**config.mk**
```make
export PLATFORM = sky130hd
export DESIGN_NAME = miller_rabin_prime_test_64_core_flat
export DESIGN_NICKNAME = d
export VERILOG_FILES = /design/src/rtl/mrpt_pkg.sv /design/src/rtl/mrpt_if.sv /design/src/rtl/mrpt_mulmod.sv /design/src/rtl/mrpt_datapath.sv /design/src/rtl/mrpt_ctrl.sv /design/src/rtl/miller_rabin_prime_test_64_core.sv /design/src/flat_wrapper.sv
export SDC_FILE = /design/constraint.sdc
export NUM_CORES = 2
export LEC_CHECK = 0
export CAP_MARGIN = 20
export CORE_ASPECT_RATIO = 1.4
export CORE_MARGIN = 2
export CORE_UTILIZATION = 40
export CTS_CLUSTER_DIAMETER = 120
export DETAILED_ROUTE_END_ITERATION = 8
export DONT_BUFFER_PORTS = 1
export PLACE_DENSITY_LB_ADDON = 0.2
export RECOVER_POWER = 100
export SYNTH_ARGS = -nofsm -noshare
export SYNTH_HDL_FRONTEND = slang
export SYNTH_SLANG_ARGS = --single-unit
```
**constraint.sdc**
```tcl
create_clock -name clk -period 21.5 [get_ports clk]
set_clock_uncertainty 0.2 [all_clocks]
set_input_delay 0 -clock clk [delete_from_list [all_inputs] [get_ports clk]]
set_output_delay 0 -clock clk [all_outputs]
set_load 0.1 [all_outputs]
```
**src/rtl/mrpt_pkg.sv**
```systemverilog
`timescale 1ns / 1ps
package mrpt_pkg;
  localparam int DefWidth = 64;
  localparam int WitCount = 9;
  localparam int WitIdxW = 4;

  typedef enum logic [3:0] {
    ST_IDLE,
    ST_CHECK,
    ST_SPLIT,
    ST_WIT,
    ST_POW,
    ST_POW_MUL,
    ST_POW_SQR,
    ST_POW_EVAL,
    ST_SQ_LOOP,
    ST_SQ_EVAL,
    ST_DONE
  } mrpt_state_t;

  // multiplier operand select
  typedef enum logic [1:0] {
    MUL_RES_SQ,
    MUL_SQ_SQ,
    MUL_X_X
  } mrpt_mulsel_t;

  typedef struct packed {
    logic         load;
    logic         split_step;
    logic         wit_load;
    logic         mul_start;
    mrpt_mulsel_t mul_sel;
    logic         shift_e;
    logic         sq_init;
    logic         sq_count;
  } mrpt_cmd_t;

  typedef struct packed {
    logic lt2;
    logic small_prime;
    logic even;
    logic d_odd;
    logic wit_ge_n;
    logic e_zero;
    logic e_lsb;
    logic mul_busy;
    logic mul_done;
    logic x_one;
    logic x_nm1;
    logic sq_more;
  } mrpt_stat_t;

  function automatic logic [4:0] witness(input logic [WitIdxW-1:0] idx);
    logic [4:0] w;
    begin
      case (idx)
        4'd0: w = 5'd2;
        4'd1: w = 5'd3;
        4'd2: w = 5'd5;
        4'd3: w = 5'd7;
        4'd4: w = 5'd11;
        4'd5: w = 5'd13;
        4'd6: w = 5'd17;
        4'd7: w = 5'd19;
        default: w = 5'd23;
      endcase
      return w;
    end
  endfunction
endpackage

```
**src/rtl/mrpt_if.sv**
```systemverilog
`timescale 1ns / 1ps
interface mrpt_in_if #(parameter int WIDTH = 64);
  logic             valid;
  logic             ready;
  logic [WIDTH-1:0] number;
  modport source (output valid, output number, input ready);
  modport sink (input valid, input number, output ready);
endinterface

interface mrpt_out_if;
  logic valid;
  logic ready;
  logic is_prime;
  modport source (output valid, output is_prime, input ready);
  modport sink (input valid, input is_prime, output ready);
endinterface

```
**src/rtl/mrpt_mulmod.sv**
```systemverilog
`timescale 1ns / 1ps
module mrpt_mulmod #(
  parameter int WIDTH = 64
) (
  input  logic             clk,
  input  logic             rst_n,
  input  logic             start,
  input  logic [WIDTH-1:0] a,
  input  logic [WIDTH-1:0] b,
  input  logic [WIDTH-1:0] m,
  output logic             busy,
  output logic             done,
  output logic [WIDTH-1:0] prod
);
  localparam int CntW = $clog2(WIDTH + 1);

  logic [WIDTH-1:0] acc_r, acc_nxt, a_r, b_r, m_r;
  logic [CntW-1:0]  cnt_r;
  logic             busy_r, done_r;
  logic [WIDTH-1:0] dbl, sum;

  // modular add without overflow: x + y mod m, x,y < m
  function automatic logic [WIDTH-1:0] addm(input logic [WIDTH-1:0] x,
                                            input logic [WIDTH-1:0] y,
                                            input logic [WIDTH-1:0] md);
    logic [WIDTH-1:0] gap;
    begin
      gap = md - y;
      return (x >= gap) ? x - gap : x + y;
    end
  endfunction

  always_comb begin
    dbl = addm(acc_r, acc_r, m_r);
    sum = addm(dbl, a_r, m_r);
    acc_nxt = b_r[WIDTH-1] ? sum : dbl;
  end

  always_ff @(posedge clk) begin
    if (!rst_n) begin
      busy_r <= 1'b0;
      done_r <= 1'b0;
      cnt_r  <= '0;
    end else begin
      done_r <= 1'b0;
      if (start) begin
        busy_r <= 1'b1;
        cnt_r  <= CntW'(WIDTH);
      end else if (busy_r) begin
        cnt_r <= cnt_r - 1'b1;
        if (cnt_r == CntW'(1)) begin
          busy_r <= 1'b0;
          done_r <= 1'b1;
        end
      end
    end
  end

  // operands are already reduced below m
  always_ff @(posedge clk) begin
    if (start) begin
      acc_r <= '0;
      a_r   <= a;
      b_r   <= b;
      m_r   <= m;
    end else if (busy_r) begin
      acc_r <= acc_nxt;
      b_r   <= {b_r[WIDTH-2:0], 1'b0};
    end
  end

  assign busy = busy_r;
  assign done = done_r;
  assign prod = acc_r;
endmodule

```
**src/rtl/mrpt_datapath.sv**
```systemverilog
`timescale 1ns / 1ps
module mrpt_datapath #(
  parameter int WIDTH = 64
) (
  input  logic               clk,
  input  logic               rst_n,
  input  logic [WIDTH-1:0]   number,
  input  mrpt_pkg::mrpt_cmd_t cmd,
  output mrpt_pkg::mrpt_stat_t stat
);
  import mrpt_pkg::*;
  localparam int RW = $clog2(WIDTH);

  logic [WIDTH-1:0] n_r, d_r, e_r, res_r, sq_r;
  logic [RW-1:0]    r_r, j_r;
  logic [WitIdxW-1:0] wi_r;
  logic [WIDTH-1:0] ma, mb, prod, a_ext, nm1;
  logic             mbusy, mdone;

  assign nm1   = n_r - 1'b1;
  assign a_ext = WIDTH'(witness(wi_r));

  always_comb begin
    unique case (cmd.mul_sel)
      MUL_RES_SQ: begin ma = res_r; mb = sq_r; end
      MUL_SQ_SQ:  begin ma = sq_r;  mb = sq_r; end
      default:    begin ma = res_r; mb = res_r; end
    endcase
  end

  mrpt_mulmod #(.WIDTH(WIDTH)) u_mul (
    .clk(clk), .rst_n(rst_n), .start(cmd.mul_start), .a(ma), .b(mb), .m(n_r),
    .busy(mbusy), .done(mdone), .prod(prod)
  );

  always_ff @(posedge clk) begin
    if (cmd.load) begin
      n_r  <= number;
      d_r  <= number - 1'b1;
      r_r  <= '0;
      wi_r <= '0;
    end else if (cmd.split_step) begin
      d_r <= d_r >> 1;
      r_r <= r_r + 1'b1;
    end
    if (cmd.wit_load) begin
      e_r   <= d_r;
      res_r <= WIDTH'(1);
      sq_r  <= a_ext;
    end
    if (cmd.shift_e) e_r <= e_r >> 1;
    if (mdone) begin
      unique case (cmd.mul_sel)
        MUL_SQ_SQ: sq_r <= prod;
        default:   res_r <= prod;
      endcase
    end
    if (cmd.sq_init) j_r <= RW'(1);
    if (cmd.sq_count) j_r <= j_r + 1'b1;
    if (cmd.sq_init && !cmd.wit_load) wi_r <= wi_r + 1'b1;
  end

  always_comb begin
    stat.lt2         = n_r < WIDTH'(2);
    stat.small_prime = (n_r == WIDTH'(2)) || (n_r == WIDTH'(3));
    stat.even        = ~n_r[0];
    stat.d_odd       = d_r[0];
    stat.wit_ge_n    = (wi_r >= WitIdxW'(WitCount)) || (a_ext >= n_r);
    stat.e_zero      = (e_r == '0);
    stat.e_lsb       = e_r[0];
    stat.mul_busy    = mbusy;
    stat.mul_done    = mdone;
    stat.x_one       = (res_r == WIDTH'(1));
    stat.x_nm1       = (res_r == nm1);
    stat.sq_more     = (j_r < r_r);
  end
endmodule

```
**src/rtl/mrpt_ctrl.sv**
```systemverilog
`timescale 1ns / 1ps
module mrpt_ctrl (
  input  logic                clk,
  input  logic                rst_n,
  input  logic                in_valid,
  output logic                in_ready,
  output logic                out_valid,
  input  logic                out_ready,
  output logic                out_is_prime,
  input  mrpt_pkg::mrpt_stat_t stat,
  output mrpt_pkg::mrpt_cmd_t  cmd
);
  import mrpt_pkg::*;

  mrpt_state_t  state_r, state_nxt;
  mrpt_mulsel_t sel_r, sel_nxt;
  logic         prime_r, prime_nxt, oval_r, oval_nxt;

  always_ff @(posedge clk) begin
    if (!rst_n) begin
      state_r <= ST_IDLE;
      sel_r   <= MUL_RES_SQ;
      prime_r <= 1'b0;
      oval_r  <= 1'b0;
    end else begin
      state_r <= state_nxt;
      sel_r   <= sel_nxt;
      prime_r <= prime_nxt;
      oval_r  <= oval_nxt;
    end
  end

  always_comb begin
    state_nxt = state_r;
    sel_nxt   = sel_r;
    prime_nxt = prime_r;
    oval_nxt  = oval_r;
    cmd       = '0;
    cmd.mul_sel = sel_r;
    in_ready  = 1'b0;
    if (oval_r && out_ready) oval_nxt = 1'b0;
    unique case (state_r)
      ST_IDLE: begin
        in_ready = ~oval_r | out_ready;
        if (in_valid && in_ready) begin
          cmd.load  = 1'b1;
          state_nxt = ST_CHECK;
        end
      end
      ST_CHECK: begin
        if (stat.lt2 || (stat.even && !stat.small_prime)) begin
          prime_nxt = 1'b0; state_nxt = ST_DONE;
        end else if (stat.small_prime) begin
          prime_nxt = 1'b1; state_nxt = ST_DONE;
        end else state_nxt = ST_SPLIT;
      end
      ST_SPLIT: begin
        if (stat.d_odd) state_nxt = ST_WIT;
        else cmd.split_step = 1'b1;
      end
      ST_WIT: begin
        if (stat.wit_ge_n) begin
          prime_nxt = 1'b1; state_nxt = ST_DONE;
        end else begin
          cmd.wit_load = 1'b1;
          state_nxt = ST_POW;
        end
      end
      ST_POW: begin
        if (stat.e_zero) state_nxt = ST_POW_EVAL;
        else if (stat.e_lsb) begin
          sel_nxt = MUL_RES_SQ; cmd.mul_sel = MUL_RES_SQ;
          cmd.mul_start = 1'b1; state_nxt = ST_POW_MUL;
        end else begin
          sel_nxt = MUL_SQ_SQ; cmd.mul_sel = MUL_SQ_SQ;
          cmd.mul_start = 1'b1; state_nxt = ST_POW_SQR;
        end
      end
      ST_POW_MUL: begin
        if (stat.mul_done) begin
          sel_nxt = MUL_SQ_SQ;
          state_nxt = ST_POW_SQR;
        end
      end
      ST_POW_SQR: begin
        if (sel_r != MUL_SQ_SQ || (!stat.mul_busy && !stat.mul_done)) begin
          cmd.mul_sel = MUL_SQ_SQ;
          cmd.mul_start = 1'b1;
          sel_nxt = MUL_SQ_SQ;
        end
        if (stat.mul_done) begin
          cmd.mul_start = 1'b0;
          cmd.shift_e = 1'b1;
          state_nxt = ST_POW;
        end
      end
      ST_POW_EVAL: begin
        cmd.sq_init = 1'b1;
        if (stat.x_one || stat.x_nm1) state_nxt = ST_WIT;
        else state_nxt = ST_SQ_LOOP;
      end
      ST_SQ_LOOP: begin
        // a squaring that lands on n-1 clears this witness
        if (stat.x_nm1) state_nxt = ST_WIT;
        else if (!stat.sq_more) begin
          prime_nxt = 1'b0; state_nxt = ST_DONE;
        end else begin
          sel_nxt = MUL_X_X; cmd.mul_sel = MUL_X_X;
          cmd.mul_start = 1'b1; state_nxt = ST_SQ_EVAL;
        end
      end
      ST_SQ_EVAL: begin
        if (stat.mul_done) begin
          cmd.sq_count = 1'b1;
          state_nxt = ST_SQ_LOOP;
        end
      end
      ST_DONE: begin
        if (!oval_r || out_ready) begin
          oval_nxt  = 1'b1;
          state_nxt = ST_IDLE;
        end
      end
      default: state_nxt = ST_IDLE;
    endcase
  end

  assign out_valid    = oval_r;
  assign out_is_prime = prime_r;

`ifndef NO_ASSERTIONS
  a_mul_start_idle: assert property (@(posedge clk) disable iff (!rst_n)
    cmd.mul_start |-> !stat.mul_busy) else $error("mul started while busy");
  a_no_accept_busy: assert property (@(posedge clk) disable iff (!rst_n)
    (in_valid && in_ready) |-> state_r == ST_IDLE) else $error("accept out of idle");
  a_done_valid: assert property (@(posedge clk) disable iff (!rst_n)
    (state_r == ST_DONE && (!oval_r || out_ready)) |=> out_valid)
    else $error("result lost");
`endif
endmodule

```
**src/rtl/miller_rabin_prime_test_64_core.sv**
```systemverilog
`timescale 1ns / 1ps
// Run time is data dependent; every modular product goes through the one bit-serial
//   shift-and-add multiplier, which all squarings and multiplications share.
// One number is tested at a time; a new one is taken only once the last is done.
// Trivial inputs (below 2, even, 2 or 3) finish without the witness loop.
// Reset: synchronous active-low rst_n clears controller and handshake state.
module miller_rabin_prime_test_64_core #(
  parameter int WIDTH = mrpt_pkg::DefWidth
) (
  input logic       clk,
  input logic       rst_n,
  mrpt_in_if.sink   in_ch,
  mrpt_out_if.source out_ch
);
  import mrpt_pkg::*;

  mrpt_cmd_t  cmd;
  mrpt_stat_t stat;

  // controller: sequences split, witnesses, square-and-multiply
  mrpt_ctrl u_ctrl (
    .clk(clk), .rst_n(rst_n),
    .in_valid(in_ch.valid), .in_ready(in_ch.ready),
    .out_valid(out_ch.valid), .out_ready(out_ch.ready),
    .out_is_prime(out_ch.is_prime),
    .stat(stat), .cmd(cmd)
  );

  // datapath: operand registers and serial modular multiplier
  mrpt_datapath #(.WIDTH(WIDTH)) u_dp (
    .clk(clk), .rst_n(rst_n), .number(in_ch.number[WIDTH-1:0]),
    .cmd(cmd), .stat(stat)
  );
endmodule
```
**src/flat_wrapper.sv**
```systemverilog
// flat-port wrapper written by rule: the top's interface ports become plain ports
module miller_rabin_prime_test_64_core_flat import mrpt_pkg::*;
#(
  parameter int WIDTH = mrpt_pkg::DefWidth
)
  (clk, rst_n, in_ch_valid, in_ch_number, in_ch_ready, out_ch_valid, out_ch_is_prime, out_ch_ready);
  mrpt_in_if #(.WIDTH(WIDTH)) in_ch_i ();
  mrpt_out_if out_ch_i ();
  input logic clk;
  input logic rst_n;
  input wire logic [$bits(in_ch_i.valid)-1:0] in_ch_valid;
  input wire logic [$bits(in_ch_i.number)-1:0] in_ch_number;
  output wire logic [$bits(in_ch_i.ready)-1:0] in_ch_ready;
  output wire logic [$bits(out_ch_i.valid)-1:0] out_ch_valid;
  output wire logic [$bits(out_ch_i.is_prime)-1:0] out_ch_is_prime;
  input wire logic [$bits(out_ch_i.ready)-1:0] out_ch_ready;
  assign in_ch_i.valid = in_ch_valid;
  assign in_ch_i.number = in_ch_number;
  assign in_ch_ready = in_ch_i.ready;
  assign out_ch_valid = out_ch_i.valid;
  assign out_ch_is_prime = out_ch_i.is_prime;
  assign out_ch_i.ready = out_ch_ready;
  miller_rabin_prime_test_64_core #(.WIDTH(WIDTH)) u_core (.clk(clk), .rst_n(rst_n), .in_ch(in_ch_i), .out_ch(out_ch_i));
endmodule
```
==> results_dict.tcl <==
set metrics [dict create \
    status "complete, but fails checks" \
    violations "max-capacitance violations, max-slew violations" \
    rsz0062_at_grt "no" \
    fmax_mhz 58.0 \
    period_share_pct 80.2 \
    dr.pass1.iters 6 \
    synth_seq_cells 614 \
    path_cells "or4_1 -> or4_1 -> or3_1 -> or2_0 -> nor2_1 -> nand2_1 -> nor2_1 -> xnor2_1 -> nor4_1 -> nand4_1 -> a21oi_1 -> nand4_1 -> nor4_1 -> nor3b_1 -> a21oi_1 -> clkinvlp_2 -> clkbuf_1 -> nor2_1 -> o21ai_0 -> o32ai_1" \
    pre_cts_slack_ns 8.28 \
    seq_area_frac_synth_pct 34.4 \
    hold_path_class "input pin to flop" \
    h-tree-depth 3 \
    ios 71 \
    cts_tree "yes" \
    wire_per_inst_um 22.9 \
    setup_viol 0 \
    cts_made_buffers 66 \
    syn_to_final_growth_pct 9.81 \
    die_height_um 410 \
    worst_path_most_repeated_cell "nor2_1" \
    ys.flop_type "edfxtp_1" \
    finalHoldViolCount 0 \
    grt_start_max_net_pins 126 \
    grt_usage_pct 26.5 \
    r2r_slack_ns 4.27 \
    grt_pass1_vias 39600 \
    overflow 0 \
    globalRouteMet2Util_pct 40.8 \
    ant_nets 0 \
    synth_edf_count 393 \
    post-cts-setup-buffers 0 \
    cts_sinks 614 \
    mostFrequentLayoutCells "nand2_1, o21ai_0, a21oi_1, edfxtp_1, nor2_1" \
    crit_type "flop to flop" \
    cp_slowest_cell "clkbuf_1" \
    dieArea_mm2 0.121 \
    critical_path.max_stage_delay_ns 3.28 \
    crit_family "simple AND/OR/NAND/NOR gates" \
    slew_violations 1135 \
    syn_inst 5582 \
    placement.io_buffers 0 \
    arrival_ns 17.60 \
    clock-root-buffer "clkbuf_16" \
    num_vias 42200 \
    finalWirelength_um 164000 \
    use_met3_pct 3.54 \
    postCtsHoldBufs 132 \
    grt_first_pass_wirelength_um 245000 \
    fin_nets 5961 \
    insertion_delay_ns 0.67 \
    synth_nets 5973 \
    required_ns 21.86 \
    period_minus_slack_ns 17.23 \
    yosysWarnings 0 \
    dp_hpwl_um 125000 \
    netlist-cell-type-count 96 \
    path_buf_inv 2 \
    cap_violations 20 \
    worst_pin_slew_ns 8.06 \
    die_w_um 294 \
    layout_commonest_cell "nand2_1" \
    clock_path_buffers 3 \
    antenna_found_initial 0 \
    cts.repair.resized 0 \
    worstPathMaxFanout 125 \
    core_mm2 0.117 \
    async_flop_share_pct 0 \
    clkTransAtPathRegs_ns 0.06 \
    drcViolationCount 0 \
    gp_congestion 0.955 \
    slew_headroom_pct -437 \
    syn-cell-area_mm2 0.0471 \
    crit_path_end_kind "flop" \
    num_rows 149 \
    syn_avg_cell_area_um2 8.45 \
    gr-max-usage-layer "met2" \
    drive_above_1_share_pct 4.84 \
    setup_slack_ns 4.27 \
    fin_tns_setup_ns 0 \
    use_met1_pct 37.9 \
    drt-vias-per-instance 5.92 \
    drt_first_iter_violations 4561 \
    critPathLaunchType "flop" \
    initial_core_util_pct 40.1 \
]
[per-stage QoR]
step	instances	utilization, %	instance area [um^2]	hold WS (ns)
after floorplan	5582	-	47100	-0.101
after global placement	6880	41.2	48400	-0.101
after detailed placement	6880	41.2	48400	-0.101
after CTS	7134	44.2	51900	0.0672
after global routing	7134	44.1	51800	0.108
final	7136	44.1	51800	0.0995
[kinds of logic after synthesis]
kind of cell               Yosys count  synth area share, %
DFF                                614                 34.4
xor gates and xnor gates           470                 8.73
adders and majority gates          342                 9.02
buffers and inverters              511                 4.28
muxes                              160                 3.57
AOI/OAI and AO/OA                 1645                 21.5
and+or+nand+nor                   1840                 18.5
[routing by layer]
metal	share of wire (%)	wire length (um)	up-vias
met5	0	0	-
li1	-	-	20400
met1	46	75400	20100
met3	6.9	11300	198
met2	43	70600	1569
met4	3.8	6240	0
[Yosys cell counts (all sizes together) (52+ instances only)]
| library cell | instances | area, um^2 |
|---|---|---|
| nand2 | 693 | 2600 |
| o21ai | 506 | 2530 |
| a21oi | 459 | 2300 |
| edfxtp | 393 | 11800 |
| nor2 | 335 | 1270 |
| ha | 320 | 4000 |
| xnor2 | 306 | 2680 |
| inv | 253 | 950 |
| nand3 | 229 | 1160 |
| dfxtp | 221 | 4420 |
| clkbuf | 191 | 717 |
| a21o | 171 | 1280 |
| xor2 | 164 | 1440 |
| nor3 | 113 | 571 |
| mux2i | 95 | 951 |
| nand4 | 82 | 513 |
| nor4 | 77 | 503 |
| nand2b | 67 | 419 |
| buf | 66 | 348 |
| mux2 | 65 | 732 |
| a31oi | 61 | 382 |
| o21bai | 57 | 428 |
| a211oi | 52 | 390 |
[state kept, by name, summed over array words and instances (netlist names), 7 cells and up, named ones only]
| name | cells |
|---|---|
| u_core.u_dp.u_mul.cnt_r | 7 |
| u_core.u_dp.d_r | 64 |
| u_core.u_dp.u_mul.m_r | 64 |
| u_core.u_dp.e_r | 64 |
| u_core.u_dp.u_mul.prod | 64 |
| u_core.u_dp.n_r | 64 |
| u_core.u_dp.u_mul.b_r | 64 |
| u_core.u_dp.res_r | 64 |
| u_core.u_dp.u_mul.a_r | 64 |
| u_core.u_dp.sq_r | 64 |
[area by class of cell]
type / instances / area (um^2)
tap: 1510 / 1890
timing repair buffer: 177 / 1600
inverter: 254 / 957
sequential: 614 / 16200
antenna: 2 / 5.00
clock buffer: 86 / 1830
multi-input combinational: 4457 / 28900
fill: 11700 / 65700
clock inverter: 36 / 360
[final timing paths]
path | from | to | depth (start not counted)
max | u_core.u_dp.n_r[10]$_DFFE_PP_ | u_core.u_dp.u_mul.prod[46]$_SDFFE_PP0P_ | 20
min | rst_n | u_core.u_dp.u_mul.busy$_SDFF_PN0_ | 2
max reg2reg | u_core.u_dp.n_r[10]$_DFFE_PP_ | u_core.u_dp.u_mul.prod[46]$_SDFFE_PP0P_ | 20
min reg2reg | u_core.u_dp.sq_r[63]$_DFF_P_ | u_core.u_dp.sq_r[63]$_DFF_P_ | 2
Power is left out: the tool's default activity adds up to more than one toggle a clock period on the data nets, which glitch-free logic cannot reach.
